### src/design/tsfe_pkg.sv
// ----------------------------------------------------------------------------
// tsfe_pkg
// Shared types and constants for the strip/fan to triangle list expander.
// ----------------------------------------------------------------------------
package tsfe_pkg;

    localparam int INDEX_WIDTH  = 32;
    localparam int CFG_WIDTH    = 32;
    localparam int CFG_IDX_W    = 1;
    localparam int QUEUE_DEPTH  = 2;
    localparam int QUEUE_PTR_W  = $clog2(QUEUE_DEPTH);
    localparam int QUEUE_CNT_W  = QUEUE_PTR_W + 1;
    localparam int TRI_VERTS    = 3;

    // register indexes
    localparam logic [CFG_IDX_W-1:0] REG_ASSEMBLY_MODE = 1'b0;
    localparam logic [CFG_IDX_W-1:0] REG_INDEX_OFFSET  = 1'b1;

    // assembly modes (code three behaves as list)
    localparam logic [1:0] MODE_LIST  = 2'd0;
    localparam logic [1:0] MODE_STRIP = 2'd1;
    localparam logic [1:0] MODE_FAN   = 2'd2;

    // last slot of a command: one index or a full triangle
    localparam logic [1:0] POS_SINGLE   = 2'd0;
    localparam logic [1:0] POS_TRIANGLE = 2'd2;

    localparam logic [1:0] SEEN_FULL = 2'd2;

    typedef struct packed {
        logic [INDEX_WIDTH-1:0] vertex_index;
        logic                   primitive_start;
    } in_item_t;

    typedef struct packed {
        logic [INDEX_WIDTH-1:0] out_index;
        logic                   run_last;
    } result_t;

    // one classified input: up to three indices to emit
    typedef struct packed {
        logic [1:0]                            last_pos;
        logic [TRI_VERTS-1:0][INDEX_WIDTH-1:0] idx;
    } cmd_t;

endpackage

### src/design/triangle_strip_fan_expander_top.sv
// ----------------------------------------------------------------------------
// triangle_strip_fan_expander_top
// Expands indexed triangle strips and fans into a flat triangle list.
// ----------------------------------------------------------------------------
//  Channel   Ports                                  Transfer when
//  -------   -------------------------------------  ---------------------------
//  item      item_valid / item_ready / item         item_valid & item_ready
//  result    result_valid / result_ready / result   result_valid & result_ready
//  config    wr_en / wr_index / wr_data             wr_en (no wait, no readback)
//
//  Rate: one result leaves per cycle from the output register while result_ready
//  holds. List mode sustains one index per cycle; a strip or fan triangle leaves
//  as its three indices in turn through the single output port of the serializer.
//  Path: an input's command is written into the command queue at its transfer;
//  its first index then moves into the output register, which drives result_valid.
//  Stalls: a two-entry command queue lets the front keep taking indices
//  while the back waits on result_ready; item_ready drops only when full.
//  Reset: rst_n clears config, history and queue; no clearing pass.
// ----------------------------------------------------------------------------
module triangle_strip_fan_expander_top (
    input  logic                           clk,
    input  logic                           rst_n,
    input  logic                           item_valid,
    output logic                           item_ready,
    input  tsfe_pkg::in_item_t             item,
    output logic                           result_valid,
    input  logic                           result_ready,
    output tsfe_pkg::result_t              result,
    input  logic                           wr_en,
    input  logic [tsfe_pkg::CFG_IDX_W-1:0] wr_index,
    input  logic [tsfe_pkg::CFG_WIDTH-1:0] wr_data
);
    import tsfe_pkg::*;

    // front -> queue
    logic push_valid;
    logic push_ready;
    cmd_t push_cmd;

    // queue -> back
    logic pop_valid;
    logic pop;
    cmd_t pop_cmd;

    // offset add, history and classification
    tsfe_front u_front (
        .clk        (clk),
        .rst_n      (rst_n),
        .item_valid (item_valid),
        .item_ready (item_ready),
        .item       (item),
        .wr_en      (wr_en),
        .wr_index   (wr_index),
        .wr_data    (wr_data),
        .push_valid (push_valid),
        .push_ready (push_ready),
        .push_cmd   (push_cmd)
    );

    // decouples classification from output stalls
    tsfe_queue u_queue (
        .clk        (clk),
        .rst_n      (rst_n),
        .push_valid (push_valid),
        .push_ready (push_ready),
        .push_cmd   (push_cmd),
        .pop_valid  (pop_valid),
        .pop        (pop),
        .pop_cmd    (pop_cmd)
    );

    // one index per cycle into the output register while result_ready allows
    tsfe_back u_back (
        .clk          (clk),
        .rst_n        (rst_n),
        .pop_valid    (pop_valid),
        .pop          (pop),
        .pop_cmd      (pop_cmd),
        .result_valid (result_valid),
        .result_ready (result_ready),
        .result       (result)
    );

endmodule

### src/design/tsfe_front.sv
// ----------------------------------------------------------------------------
// tsfe_front
// Accepts indices, applies the offset, tracks primitive history and
// classifies each index into an emit command.
// ----------------------------------------------------------------------------
module tsfe_front (
    input  logic                         clk,
    input  logic                         rst_n,
    input  logic                         item_valid,
    output logic                         item_ready,
    input  tsfe_pkg::in_item_t           item,
    input  logic                         wr_en,
    input  logic [tsfe_pkg::CFG_IDX_W-1:0] wr_index,
    input  logic [tsfe_pkg::CFG_WIDTH-1:0] wr_data,
    output logic                         push_valid,
    input  logic                         push_ready,
    output tsfe_pkg::cmd_t               push_cmd
);
    import tsfe_pkg::*;

    logic [1:0]             mode_reg;
    logic [INDEX_WIDTH-1:0] offset_reg;
    logic [INDEX_WIDTH-1:0] center_reg, center_next;
    logic [INDEX_WIDTH-1:0] older_reg;
    logic [INDEX_WIDTH-1:0] newer_reg;
    logic [1:0]             seen_reg, seen_next;
    logic                   odd_reg, odd_next;

    logic [INDEX_WIDTH-1:0] v;
    logic [1:0]             seen_eff;
    logic                   odd_eff;
    logic                   emit;
    logic                   accept;

    assign v        = item.vertex_index + offset_reg;
    assign seen_eff = item.primitive_start ? 2'd0 : seen_reg;
    assign odd_eff  = item.primitive_start ? 1'b0 : odd_reg;
    assign center_next = (seen_eff == 2'd0) ? v : center_reg;
    assign seen_next   = (seen_eff == SEEN_FULL) ? SEEN_FULL : seen_eff + 2'd1;

    always_comb
    begin
        emit            = 1'b0;
        odd_next        = odd_eff;
        push_cmd.last_pos = POS_TRIANGLE;
        push_cmd.idx[0] = center_next;
        push_cmd.idx[1] = newer_reg;
        push_cmd.idx[2] = v;
        case (mode_reg)
            MODE_STRIP:
            begin
                if (seen_eff == SEEN_FULL)
                begin
                    emit            = 1'b1;
                    push_cmd.idx[0] = odd_eff ? newer_reg : older_reg;
                    push_cmd.idx[1] = odd_eff ? older_reg : newer_reg;
                    odd_next        = ~odd_eff;
                end
            end
            MODE_FAN:
            begin
                emit = (seen_eff == SEEN_FULL);
            end
            default:
            begin
                emit              = 1'b1;
                push_cmd.last_pos = POS_SINGLE;
                push_cmd.idx[0]   = v;
            end
        endcase
    end

    assign item_ready = push_ready;
    assign accept     = item_valid && push_ready;
    assign push_valid = accept && emit;

    always_ff @(posedge clk or negedge rst_n)
    begin
        if (!rst_n)
        begin
            mode_reg   <= MODE_LIST;
            offset_reg <= '0;
            center_reg <= '0;
            older_reg  <= '0;
            newer_reg  <= '0;
            seen_reg   <= '0;
            odd_reg    <= 1'b0;
        end
        else
        begin
            if (wr_en)
            begin
                case (wr_index)
                    REG_ASSEMBLY_MODE: mode_reg   <= wr_data[1:0];
                    REG_INDEX_OFFSET:  offset_reg <= wr_data[INDEX_WIDTH-1:0];
                    default:           ;
                endcase
            end
            if (accept)
            begin
                center_reg <= center_next;
                older_reg  <= newer_reg;
                newer_reg  <= v;
                seen_reg   <= seen_next;
                odd_reg    <= odd_next;
            end
        end
    end

endmodule

### src/design/tsfe_queue.sv
// ----------------------------------------------------------------------------
// tsfe_queue
// Short command queue between the classifier and the serializer.
// ----------------------------------------------------------------------------
module tsfe_queue (
    input  logic           clk,
    input  logic           rst_n,
    input  logic           push_valid,
    output logic           push_ready,
    input  tsfe_pkg::cmd_t push_cmd,
    output logic           pop_valid,
    input  logic           pop,
    output tsfe_pkg::cmd_t pop_cmd
);
    import tsfe_pkg::*;

    cmd_t                   entries_reg [QUEUE_DEPTH];
    logic [QUEUE_PTR_W-1:0] wr_ptr_reg;
    logic [QUEUE_PTR_W-1:0] rd_ptr_reg;
    logic [QUEUE_CNT_W-1:0] count_reg;
    logic                   do_push;
    logic                   do_pop;

    assign push_ready = (count_reg != QUEUE_CNT_W'(QUEUE_DEPTH));
    assign pop_valid  = (count_reg != '0);
    assign pop_cmd    = entries_reg[rd_ptr_reg];
    assign do_push    = push_valid && push_ready;
    assign do_pop     = pop && pop_valid;

    always_ff @(posedge clk)
    begin
        if (do_push)
        begin
            entries_reg[wr_ptr_reg] <= push_cmd;
        end
    end

    always_ff @(posedge clk or negedge rst_n)
    begin
        if (!rst_n)
        begin
            wr_ptr_reg <= '0;
            rd_ptr_reg <= '0;
            count_reg  <= '0;
        end
        else
        begin
            if (do_push)
            begin
                wr_ptr_reg <= wr_ptr_reg + 1'b1;
            end
            if (do_pop)
            begin
                rd_ptr_reg <= rd_ptr_reg + 1'b1;
            end
            if (do_push && !do_pop)
            begin
                count_reg <= count_reg + 1'b1;
            end
            else if (do_pop && !do_push)
            begin
                count_reg <= count_reg - 1'b1;
            end
        end
    end

endmodule

### src/design/tsfe_back.sv
// ----------------------------------------------------------------------------
// tsfe_back
// Serializes queued commands, one registered result per cycle unless stalled.
// ----------------------------------------------------------------------------
module tsfe_back (
    input  logic              clk,
    input  logic              rst_n,
    input  logic              pop_valid,
    output logic              pop,
    input  tsfe_pkg::cmd_t    pop_cmd,
    output logic              result_valid,
    input  logic              result_ready,
    output tsfe_pkg::result_t result
);
    import tsfe_pkg::*;

    logic       valid_reg, valid_next;
    result_t    data_reg, data_next;
    logic [1:0] pos_reg, pos_next;
    logic       load;
    logic       last;

    assign load = !valid_reg || result_ready;
    assign last = (pos_reg == pop_cmd.last_pos);
    assign pop  = load && pop_valid && last;

    always_comb
    begin
        valid_next = valid_reg;
        data_next  = data_reg;
        pos_next   = pos_reg;
        if (load)
        begin
            valid_next = pop_valid;
            if (pop_valid)
            begin
                data_next.out_index = pop_cmd.idx[pos_reg];
                data_next.run_last  = last;
                pos_next            = last ? 2'd0 : pos_reg + 2'd1;
            end
        end
    end

    always_ff @(posedge clk or negedge rst_n)
    begin
        if (!rst_n)
        begin
            valid_reg <= 1'b0;
            pos_reg   <= '0;
        end
        else
        begin
            valid_reg <= valid_next;
            pos_reg   <= pos_next;
        end
    end

    always_ff @(posedge clk)
    begin
        data_reg <= data_next;
    end

    assign result_valid = valid_reg;
    assign result       = data_reg;

endmodule

### config.mk
export PLATFORM = sky130hd
export DESIGN_NAME = triangle_strip_fan_expander_top
export DESIGN_NICKNAME = d
export VERILOG_FILES = /design/src/design/tsfe_pkg.sv /design/src/design/triangle_strip_fan_expander_top.sv /design/src/design/tsfe_front.sv /design/src/design/tsfe_queue.sv /design/src/design/tsfe_back.sv
export SDC_FILE = /design/constraint.sdc
export NUM_CORES = 1
export LEC_CHECK = 0
export ABC_AREA = 1
export BUFFER_PORTS_ARGS = -buffer_cell sky130_fd_sc_hd__buf_4
export CAP_MARGIN = 20
export CORE_MARGIN = 2
export CORE_UTILIZATION = 34
export DETAILED_ROUTE_END_ITERATION = 10
export PLACE_DENSITY_LB_ADDON = 0.2
export SYNTH_ARGS = -nofsm -noshare
export SYNTH_HDL_FRONTEND = slang
export SYNTH_SLANG_ARGS = --single-unit
### constraint.sdc
create_clock -name clk -period 11.6 [get_ports clk]
set_input_delay 2.32 -clock clk [delete_from_list [all_inputs] [get_ports clk]]
set_output_delay 2.32 -clock clk [all_outputs]
set_load 0.01 [all_outputs]
==> flow_metrics.py, run 1 <==
metrics = {
    "run_status": {
        "outcome": "finished clean",
    },
    "grt": {
        "use_met1": 0.257,
        "grt_pass1_vias": 13612,
        "grt.busiest_layer": "met2",
        "gr-usage-met2": 0.291,
        "grt-ovfl-total": 0,
        "grt_max_degree": 84,
        "track_usage": 0.184,
        "use_met3": 0.0264,
        "grt_pass1_wl_um": 77400,
        "antenna_found_initial": 0,
    },
    "worst_setup_path": {
        "ff2ff_setup_slack_ns": 7.78,
        "critPathArrivalTime_ns": 4.97,
        "rr_endpoint": "u_queue.entries_reg[0][15]",
        "end_kind": "register",
        "r2r_cells": 8,
        "critPathLaunchType": "primary input",
        "timing.rr.start": "u_front.mode_reg[1]",
        "cp_max_fo": 62,
        "crit_required_ns": 11.79,
        "path_class": "primary input to register",
    },
    "detailed_routing": {
        "vias_per_cell": 4.95,
        "drt.antenna.violating_nets": 0,
        "wire_per_inst_um": 17.7,
        "drt-initial-drc-count": 879,
        "vias": 13785,
        "drc": 0,
        "wl_um": 49300,
        "first_pass_iters": 5,
    },
    "yosys": {
        "ys_ff_latch": 367,
        "syn_inst": 1985,
        "synth_warnings": 0,
        "synth.avg_cell_area_sq_um": 9.07,
        "syn_area_sq_um": 18000,
        "synthDistinctLibCells": 43,
        "ys_seq_area_frac": 0.573,
        "syn-num-nets": 2094,
    },
    "cts": {
        "cts_tree": "yes",
        "clk_pin_slew_ns": 0.06,
        "clk_latency_ns": 0.57,
        "cts-buffers-inserted": 42,
        "postCtsSetupRepairBufs": 0,
        "clockBufferDepth": 3,
        "clock-sinks": 367,
        "htreeDepth": 2,
        "cts_resized": 0,
        "cts_hold_buf": 0,
        "clk_root_buffer_cell": "clkbuf_16",
    },
    "final_layout": {
        "stdcell_area_sq_um": 20900,
        "fillers": 5181,
        "utilization": 0.399,
        "syn_to_final_growth_pct": 16.3,
        "drive_above_1_share": 0.129,
        "nets": 2174,
        "diodes": 0,
        "largest_reg_flops": 194,
    },
    "floorplan": {
        "rows": 84,
        "die-area_sq_um": 54800,
        "core_area_sq_um": 52400,
        "initial_core_util": 0.343,
        "die_h_um": 234,
        "io_pins": 106,
        "die_w_um": 234,
    },
    "placed_design": {
        "place_area_sq_um": 19600,
        "dp.final_hpwl_um": 32600,
        "gp_congestion": 0.893,
        "portBuffers": 105,
    },
    "sta": {
        "post-route-min-period_ns": 4.78,
        "tightest_slew_ns": 0.986,
        "finalSetupViolCount": 0,
        "max_slew_margin": 0.342,
        "period_share": 0.412,
        "slew_viol_final": 0,
        "max_clock_freq_ghz": 0.209,
        "rsz0062_at_grt": "no",
        "skew_ns": 0.0245,
        "fin_setup_tns_ns": 0,
        "finalHoldViolCount": 0,
    },
    "power": {
        "leakagePower_uw": 0.00915,
        "clkPwrFrac": 0.249,
        "p_switching_uw": 2030,
        "comb_power_share": 0.348,
        "seq_power_share": 0.403,
        "internal_power_uw": 3310,
        "switching_share": 0.380,
        "max-vdd-ir-drop_mv": 0.114,
        "power_per_cell_area_nw_per_um2": 255,
        "power_uw": 5340,
    },
    "hold_path": {
        "whs_path_depth": 2,
        "worstHoldStart": "u_front.center_reg[24]",
        "worstHoldPathType": "register to register",
        "holdPathEnd": "u_front.center_reg[24]",
    },
    "run": {
        "maxCapViolations": 0,
    },
}
power by group through the flow:
| stage | registers [uW] | clock network [uW] | logic, uW |
|---|---|---|---|
| 2_1_floorplan | 2140 | 0 | 1200 |
| 3_3_place_gp | 2170 | 0 | 1830 |
| 3_5_place_dp | 2180 | 0 | 1870 |
| 4_1_cts | 2160 | 1370 | 1880 |
| 5_1_grt | 2200 | 1410 | 2110 |
| 6_report | 2150 | 1330 | 1860 |
layer usage:
layer,vias up,wire length (um)
li1,6772,-
met1,6545,23400
met2,383,22100
met3,85,2520
met4,0,1350
met5,-,0
how the worst max path moves through the flow:
stage,from,end
2_1_floorplan,item[0],u_queue.entries_reg[0][0]
3_3_place_gp,item[0],u_queue.entries_reg[0][1]
3_5_place_dp,item[0],u_queue.entries_reg[0][5]
4_1_cts,item[0],u_queue.entries_reg[0][5]
5_1_grt,item[0],u_queue.entries_reg[0][1]
6_report,item[0],u_queue.entries_reg[0][67]
cells in the final DEF (no fill, tap or decap), types with 30 or more instances in the layout:
cell	n
o21ai_0	258
a21oi_1	37
buf_4	120
dfrtp_1	138
inv_1	228
ha_1	36
o22ai_1	55
edfxtp_1	227
nand3_1	100
mux2_2	30
nand2_1	505
nor2_1	162
clkbuf_16	43
critical path: stages:
cell and delay, ns:
buf_4 0.11, inv_1 0.06, nand2_1 0.09, inv_1 0.07, ha_1 0.17, inv_1 0.10, a21oi_1 0.31, inv_1 0.18
nor2_4 0.55, buf_16 0.24, buf_4 0.69
synthesized netlist by cell type:
| cell type | count | area, sq um |
|---|---|---|
| buf_1 | 6 | 22.5 |
| dfrtp_1 | 140 | 3500 |
| fa_1 | 1 | 20.0 |
| xnor2_1 | 6 | 52.6 |
| clkbuf_1 | 73 | 274 |
| a22oi_1 | 12 | 90.1 |
| nand2_1 | 506 | 1900 |
| nand3_2 | 7 | 70.1 |
| nor3_2 | 1 | 10.0 |
| nand4_1 | 1 | 6.26 |
| buf_2 | 8 | 40.0 |
| or2_2 | 14 | 87.6 |
| inv_2 | 3 | 11.3 |
| ha_1 | 37 | 463 |
| nor2_1 | 164 | 616 |
| edfxtp_1 | 227 | 6820 |
| o221ai_1 | 1 | 8.76 |
| o21ai_2 | 1 | 8.76 |
| nand3_1 | 100 | 500 |
| o21ai_1 | 8 | 40.0 |
| a21oi_1 | 38 | 190 |
| buf_4 | 1 | 7.51 |
| xor2_1 | 14 | 123 |
| a22oi_2 | 1 | 12.5 |
| o211ai_1 | 1 | 7.51 |
| and2_1 | 1 | 6.26 |
| nor4_1 | 1 | 6.26 |
| clkinv_1 | 2 | 7.51 |
| o21ai_0 | 258 | 1290 |
| nand3b_1 | 1 | 7.51 |
| o21bai_1 | 2 | 15.0 |
| or2_1 | 7 | 43.8 |
| inv_1 | 229 | 860 |
| mux2_2 | 30 | 338 |
| o22ai_1 | 55 | 344 |
| mux2i_1 | 2 | 20.0 |
| nor2_2 | 5 | 31.3 |
| xor2_2 | 1 | 16.3 |
| nor3_1 | 4 | 20.0 |
| a32oi_1 | 1 | 8.76 |
| a21oi_2 | 2 | 17.5 |
| nand2_2 | 8 | 50.1 |
| a311oi_1 | 5 | 43.8 |
stage by stage:
step / setup slack, ns / hold slack (ns) / instances
6_report: 6.82 / 0.470 / 2787
5_1_grt: 6.63 / 0.491 / 2787
4_1_cts: 6.78 / 0.472 / 2787
3_5_place_dp: 6.18 / 0.458 / 2709
3_3_place_gp: 5.93 / 0.453 / 2706
2_1_floorplan: 3.92 / 0.441 / 1985
cells by family (layout without fill, tap and decap cells):
group	Yosys count	count (layout)	share of synthesized area
DFF	367	367	0.573
and+or+nand+nor	820	820	0.186
buffers and inverters	322	436	0.0679
muxes	32	32	0.0199
xor gates and xnor gates	21	21	0.0106
adders and majority gates	38	38	0.0268
AOI/OAI and AO/OA	385	385	0.115
area by class of cell:
class	count	area, sq um	share of cell area
clock inverters	26	255	0.0122
well taps	688	861	0.0411
multi-input cells	1296	6500	0.310
flip-flops and latches	367	10300	0.493
repair buffers	124	995	0.0475
clock buffers	52	1130	0.0539
inverters	234	878	0.0419
No activity file was read; power rests on OpenSTA's default activity.
==> run 2: changes to the inputs <==
- clock period: 11.6 -> 4.1 ns (I/O delays scaled with it)
==> run 2 against run 1 <==
Routed wire length is 1.4% higher; sequential power grew to 2.8 times the previous value; hold slack worse by 0.17 ns; design area is 0.85% higher; critical path type is now register to register; highest routed layer unchanged.
==> flow_metrics.py, run 2 (same netlist as run 1, synthesis figures left out) <==
metrics = {
    "cts": {
        "clk_root_buffer_cell": "clkbuf_16",
        "clockBufferDepth": 3,
        "clock-sinks": 367,
        "cts_resized": 0,
        "htreeDepth": 2,
        "cts-buffers-inserted": 41,
        "clk_latency_ns": 0.57,
        "cts_hold_buf": 0,
        "clk_pin_slew_ns": 0.06,
        "postCtsSetupRepairBufs": 0,
        "cts_tree": "yes",
    },
    "placed_design": {
        "dp.cells": 2727,
        "gp_congestion": 0.893,
        "place_area_sq_um": 19700,
        "portBuffers": 105,
        "post-place-ws_ns": 0.887,
        "dp.final_hpwl_um": 32300,
    },
    "worst_setup_path": {
        "end_kind": "register",
        "ff2ff_setup_slack_ns": 1.32,
        "critPathLaunchType": "register",
        "cpPeakStageDelay_ns": 0.61,
        "path_class": "register to register",
        "cp_max_fo": 72,
        "critPathSlowestCell": "a21oi_1",
        "crit_required_ns": 4.31,
        "cp_cell_sequence": "inv_2 -> nand2_1 -> nand2_4 -> a21oi_1 -> inv_1 -> nor2_4 -> buf_12",
        "critPathArrivalTime_ns": 2.98,
    },
    "detailed_routing": {
        "wl_um": 50000,
        "drt-initial-drc-count": 900,
        "wire_per_inst_um": 17.8,
        "first_pass_iters": 5,
        "maxUsedRoutingLayer": "met4",
        "vias_per_cell": 4.90,
        "drt.antenna.violating_nets": 0,
        "vias": 13721,
        "drc": 0,
        "wl_met3_um": 2630,
        "route.met2.wl_um": 22800,
        "wl_met1_um": 23700,
    },
    "run": {
        "maxCapViolations": 0,
    },
    "floorplan": {
        "io_pins": 106,
        "die_h_um": 234,
        "initial_core_util": 0.343,
        "die_w_um": 234,
        "core_area_sq_um": 52400,
        "rows": 84,
        "die-area_sq_um": 54800,
    },
    "sta": {
        "fin_ws_ns": 1.32,
        "post-route-min-period_ns": 2.78,
        "rsz0062_at_grt": "no",
        "period_share": 0.677,
        "slew_viol_final": 0,
        "skew_ns": 0.0236,
        "max_clock_freq_ghz": 0.360,
        "finalHoldViolCount": 0,
        "max_slew_margin": 0.412,
        "tightest_slew_ns": 0.882,
        "finalSetupViolCount": 0,
    },
    "grt": {
        "grt_pass1_wl_um": 77100,
        "antenna_found_initial": 1,
        "grt-ovfl-total": 0,
        "grt_max_degree": 98,
        "track_usage": 0.185,
        "grt_pass1_vias": 13262,
    },
    "power": {
        "max-vdd-ir-drop_mv": 0.364,
        "switching_share": 0.374,
        "power_per_cell_area_nw_per_um2": 726,
        "leakagePower_uw": 0.00926,
        "seq_power_share": 0.392,
        "comb_power_share": 0.353,
        "internal_power_uw": 9590,
        "power_uw": 15300,
        "p_switching_uw": 5740,
        "clkPwrFrac": 0.254,
    },
    "hold_path": {
        "worstHoldPathType": "primary input to asynchronous set/reset pin",
    },
    "run_status": {
        "outcome": "finished clean",
    },
    "final_layout": {
        "layout_commonest_cell": "nand2_1",
        "largest_reg_flops": 194,
        "drive_above_1_share": 0.137,
        "most-common-layout-cells": "nand2_1 (505), o21ai_0 (258), inv_1 (227), edfxtp_1 (227), nor2_1 (162)",
        "stdcell_area_sq_um": 21100,
        "nets": 2191,
        "instances_no_fill": 2803,
        "syn_to_final_growth_pct": 17.3,
    },
}
[run 2: cell types whose count changed in the layout (fill, tap and decap cells not counted), moves of 2 or more]
cell / change
buf_4: +16
buf_12: +5
clkinv_1: -5
clkbuf_8: +4
buf_16: -3
bufinv_16: +3
clkbuf_16: -2
clkinv_8: -2
[run 2: critical path, delay by kind of cell, from the launching register on]
| kind | cells | cell delay, ns |
|---|---|---|
| buffers and inverters | 3 | 0.68 |
| flip-flops | 1 | 0.38 |
| AO/OA/AOI/OAI | 1 | 0.61 |
| AND/OR/NAND/NOR | 3 | 0.67 |
[run 2: power by group through the flow]
stage	logic (uW)	clock network (uW)	registers, uW
6_report	5420	3900	6020
5_1_grt	6120	4150	6130
3_5_place_dp	5450	0	6080
3_3_place_gp	5360	0	6050
2_1_floorplan	3390	0	6030
4_1_cts	5470	3990	6020
[run 2: final cells by class]
class	instances	area, sq um
multi-input cells	1296	6500
inverters	234	880
well taps	688	861
flip-flops and latches	367	10300
repair buffers	142	1130
clock buffers	55	1140
clock inverters	20	287
diodes	1	2.50
fillers	5132	31300
[run 2: worst paths after layout]
path / endpoint / startpoint / cells past startpoint
setup / recovery: u_queue.entries_reg[1][33] / u_queue.count_reg[0] / 7
hold / removal: u_front.offset_reg[4] / rst_n / 1
setup reg to reg: u_queue.entries_reg[1][33] / u_queue.count_reg[0] / 7
hold reg to reg: u_front.center_reg[24] / u_front.center_reg[24] / 2
max in group asynchronous: u_front.center_reg[7] / rst_n / 2
min in group clk: u_back.result_valid / result_ready / 2
[run 2: metrics by stage]
step / utilization / hold slack, ns / TNS [ns]
2_1_floorplan: - / 0.441 / -90.24
3_3_place_gp: 0.376 / 0.453 / 0
3_5_place_dp: 0.376 / 0.457 / 0
4_1_cts: 0.403 / 0.302 / 0
5_1_grt: 0.403 / 0.335 / 0
6_report: 0.403 / 0.301 / 0
[run 2: routing by layer]
layer / vias up / global-route usage
met5: - / 0
met4: 0 / 0.0451
met3: 58 / 0.0314
met2: 312 / 0.296
met1: 6563 / 0.261
li1: 6788 / -
==> run 3: changes to the inputs <==
- ABC_AREA: 1 -> 0
- clock period: 4.1 -> 2.8 ns (I/O delays scaled with it)
==> run 3 against run 2 <==
Non-clock buffer count grew 152; clock-buffer cell count grew 4; largest cell class unchanged; design area grew 0.92%; critical path type unchanged; register-to-register slack worse by 1.2 ns; first-iteration DRC count decreased by 19%; clock skew shrank 0.0083 ns; sequential share of layout area is 0.44 points lower; routed wire length down 11%; combinational power up 43%.
==> flow_metrics.py, run 3 <==
metrics = {
    "worst_setup_path": {
        "critPathLaunchType": "register",
        "r2r_cells": 9,
        "critPathArrivalTime_ns": 3.01,
        "cp_max_fo": 3,
        "crit_required_ns": 3.09,
        "rr_endpoint": "u_queue.entries_reg[1][28]",
        "path_class": "register to register",
        "timing.rr.start": "u_front.offset_reg[0]",
        "ff2ff_setup_slack_ns": 0.08,
        "end_kind": "register",
    },
    "detailed_routing": {
        "drc": 0,
        "vias_per_cell": 5.01,
        "wire_per_inst_um": 19.0,
        "drt.antenna.violating_nets": 0,
        "drt-initial-drc-count": 727,
        "wl_um": 44700,
        "vias": 11791,
        "first_pass_iters": 5,
    },
    "placed_design": {
        "gp_congestion": 0.846,
        "portBuffers": 105,
        "dp.final_hpwl_um": 31300,
    },
    "final_layout": {
        "most-common-layout-cells": "nand2_1 (362), buf_4 (278), edfxtp_1 (227)",
        "largest_reg_flops": 194,
        "syn_to_final_growth_pct": 26.1,
        "nets": 1764,
        "drive_above_1_share": 0.284,
        "utilization": 0.435,
        "layout_commonest_cell": "nand2_1",
        "diodes": 0,
    },
    "yosys": {
        "yosysTopAreaCellShare": 0.403,
        "synthDistinctLibCells": 71,
        "ys_async_sr_fraction": 0.381,
        "syn-num-nets": 1507,
        "ys_seq_area_frac": 0.611,
        "synthTopCellsByArea": "edfxtp_1 (40%), dfrtp_1 (21%), nand2_1 (8.1%)",
        "synth_common_cells": "nand2_1 (363), edfxtp_1 (227), dfrtp_1 (140), o21ai_0 (76), a21oi_1 (59)",
        "ys_ff_latch": 367,
        "synth.avg_cell_area_sq_um": 12.1,
        "syn_inst": 1398,
        "yosys.area.top_type": "edfxtp_1",
        "synth_warnings": 0,
        "yosysMostFrequentCell": "nand2_1",
        "synth-edff-count": 227,
        "synth_ff_type": "edfxtp_1",
        "syn_area_sq_um": 16900,
    },
    "grt": {
        "grt_pass1_wl_um": 68800,
        "grt-ovfl-total": 0,
        "track_usage": 0.176,
        "grt_pass1_vias": 11857,
        "grt_max_degree": 58,
        "antenna_found_initial": 1,
    },
    "cts": {
        "clk_latency_ns": 0.56,
        "clock-sinks": 367,
        "clk_pin_slew_ns": 0.06,
        "clk_root_buffer_cell": "clkbuf_16",
        "htreeDepth": 2,
        "cts_tree": "yes",
        "clockBufferDepth": 3,
        "cts-buffers-inserted": 41,
    },
    "sta": {
        "post-route-min-period_ns": 2.72,
        "max_clock_freq_ghz": 0.368,
        "period_share": 0.972,
        "max_slew_margin": 0.435,
        "slew_viol_final": 0,
        "tightest_slew_ns": 0.842,
        "finalSetupViolCount": 0,
        "finalHoldViolCount": 0,
        "skew_ns": 0.0153,
        "fin_setup_tns_ns": 0,
    },
    "floorplan": {
        "die_h_um": 227,
        "rows": 81,
        "die-area_sq_um": 51500,
        "core_area_sq_um": 49100,
        "io_pins": 106,
        "initial_core_util": 0.345,
        "die_w_um": 227,
    },
    "hold_path": {
        "holdPathEnd": "u_back.result_valid",
        "worstHoldStart": "result_ready",
        "worstHoldPathType": "primary input to register",
        "whs_path_depth": 2,
    },
    "run_status": {
        "outcome": "finished clean",
    },
    "power": {
        "max-vdd-ir-drop_mv": 0.413,
        "power_uw": 22000,
        "power_per_cell_area_nw_per_um2": 1030,
        "leakagePower_uw": 0.00876,
    },
    "run": {
        "maxCapViolations": 0,
    },
}
==> run 3: changes by cell type after synthesis, moves of 16 or more <==
cell      before  now
nand3_1      100    7
clkbuf_1      73   57
a22o_1         0   26
mux2_2        30   47
a21oi_1       38   59
o21ai_0      258   76
o22ai_1       55    6
nand2_1      506  363
mux2i_1        2   34
nor2_1       164   41
inv_1        229   19
mux4_2         0   32
==> run 3: critical path, cell delays in order (launching register included) <==
cell	delay [ns]
dfrtp_1	0.40
ha_4	0.19
fa_2	0.35
a211oi_2	0.21
o21ai_2	0.11
o21ai_4	0.24
o31ai_4	0.14
a31o_1	0.27
a2111oi_4	0.41
o22ai_2	0.14
==> run 3: how the worst max path moves through the flow <==
| stage | start | endpoint | slack (ns) | cells past startpoint |
|---|---|---|---|---|
| after floorplan | item[0] | u_queue.entries_reg[0][0] | -0.05 | 5 |
| after global placement | item[7] | u_queue.entries_reg[0][28] | -0.26 | 10 |
| after detailed placement | item[7] | u_queue.entries_reg[1][31] | -0.32 | 10 |
| after CTS | u_front.offset_reg[0] | u_queue.entries_reg[0][22] | 0.01 | 10 |
| after global routing | u_front.offset_reg[14] | u_queue.entries_reg[1][28] | -0.01 | 9 |
| final | u_front.offset_reg[0] | u_queue.entries_reg[1][28] | 0.08 | 9 |
==> run 3: layout make-up <==
type	instances	area, sq um
flip-flops and latches	367	10300
clock inverters	17	125
multi-input cells	931	6390
repair buffers	294	2390
clock buffers	59	1180
fillers	4662	27700
well taps	664	831
inverters	20	75.1
==> run 3: cell families (layout without fill, tap and decap cells) <==
logic type / after synthesis / in the layout / share of synthesized area
simple gates: 462 / 462 / 0.111
flops: 367 / 367 / 0.611
compound gates: 286 / 286 / 0.116
mux: 113 / 113 / 0.0941
buf+inv: 100 / 390 / 0.0230
fa+ha+maj: 38 / 38 / 0.0286
xor+xnor: 32 / 32 / 0.0166
==> run 3: power breakdown <==
part	internal [uW]	total, uW	switching (uW)	leakage (uW)
Sequential	8100	9000	900	0.00381
Combinational	3430	7770	4340	0.00433
Clock	3030	5200	2170	0.000630
Total	14600	22000	7410	0.00876
==> run 3: metal layers <==
| metal | share of wire | up-vias | track usage |
|---|---|---|---|
| li1 | - | 5604 | - |
| met1 | 0.45 | 5809 | 0.234 |
| met2 | 0.48 | 307 | 0.294 |
| met3 | 0.047 | 69 | 0.0276 |
| met4 | 0.024 | 2 | 0.0599 |
| met5 | 0.00020 | - | 0 |
==> run 3: repair_timing <==
action	4_1_cts	5_1_grt
hold endpoints to repair	45	0
resized for setup	1	17
endpoints found under the setup margin	4	52
setup buffers	2	0
pin swaps	0	1
hold buffers	1	0
==> run 3: through the flow <==
stage               hold WS [ns]  instances  cell area, sq um  setup slack [ns]
floorplan                  0.264       1398             17000           -0.0487
global placement           0.452       2273             19900            -0.262
detailed placement         0.457       2273             19900            -0.318
CTS                        0.174       2352             21200            0.0113
global route               0.192       2352             21300          -0.00992
finish                     0.206       2352             21300            0.0798
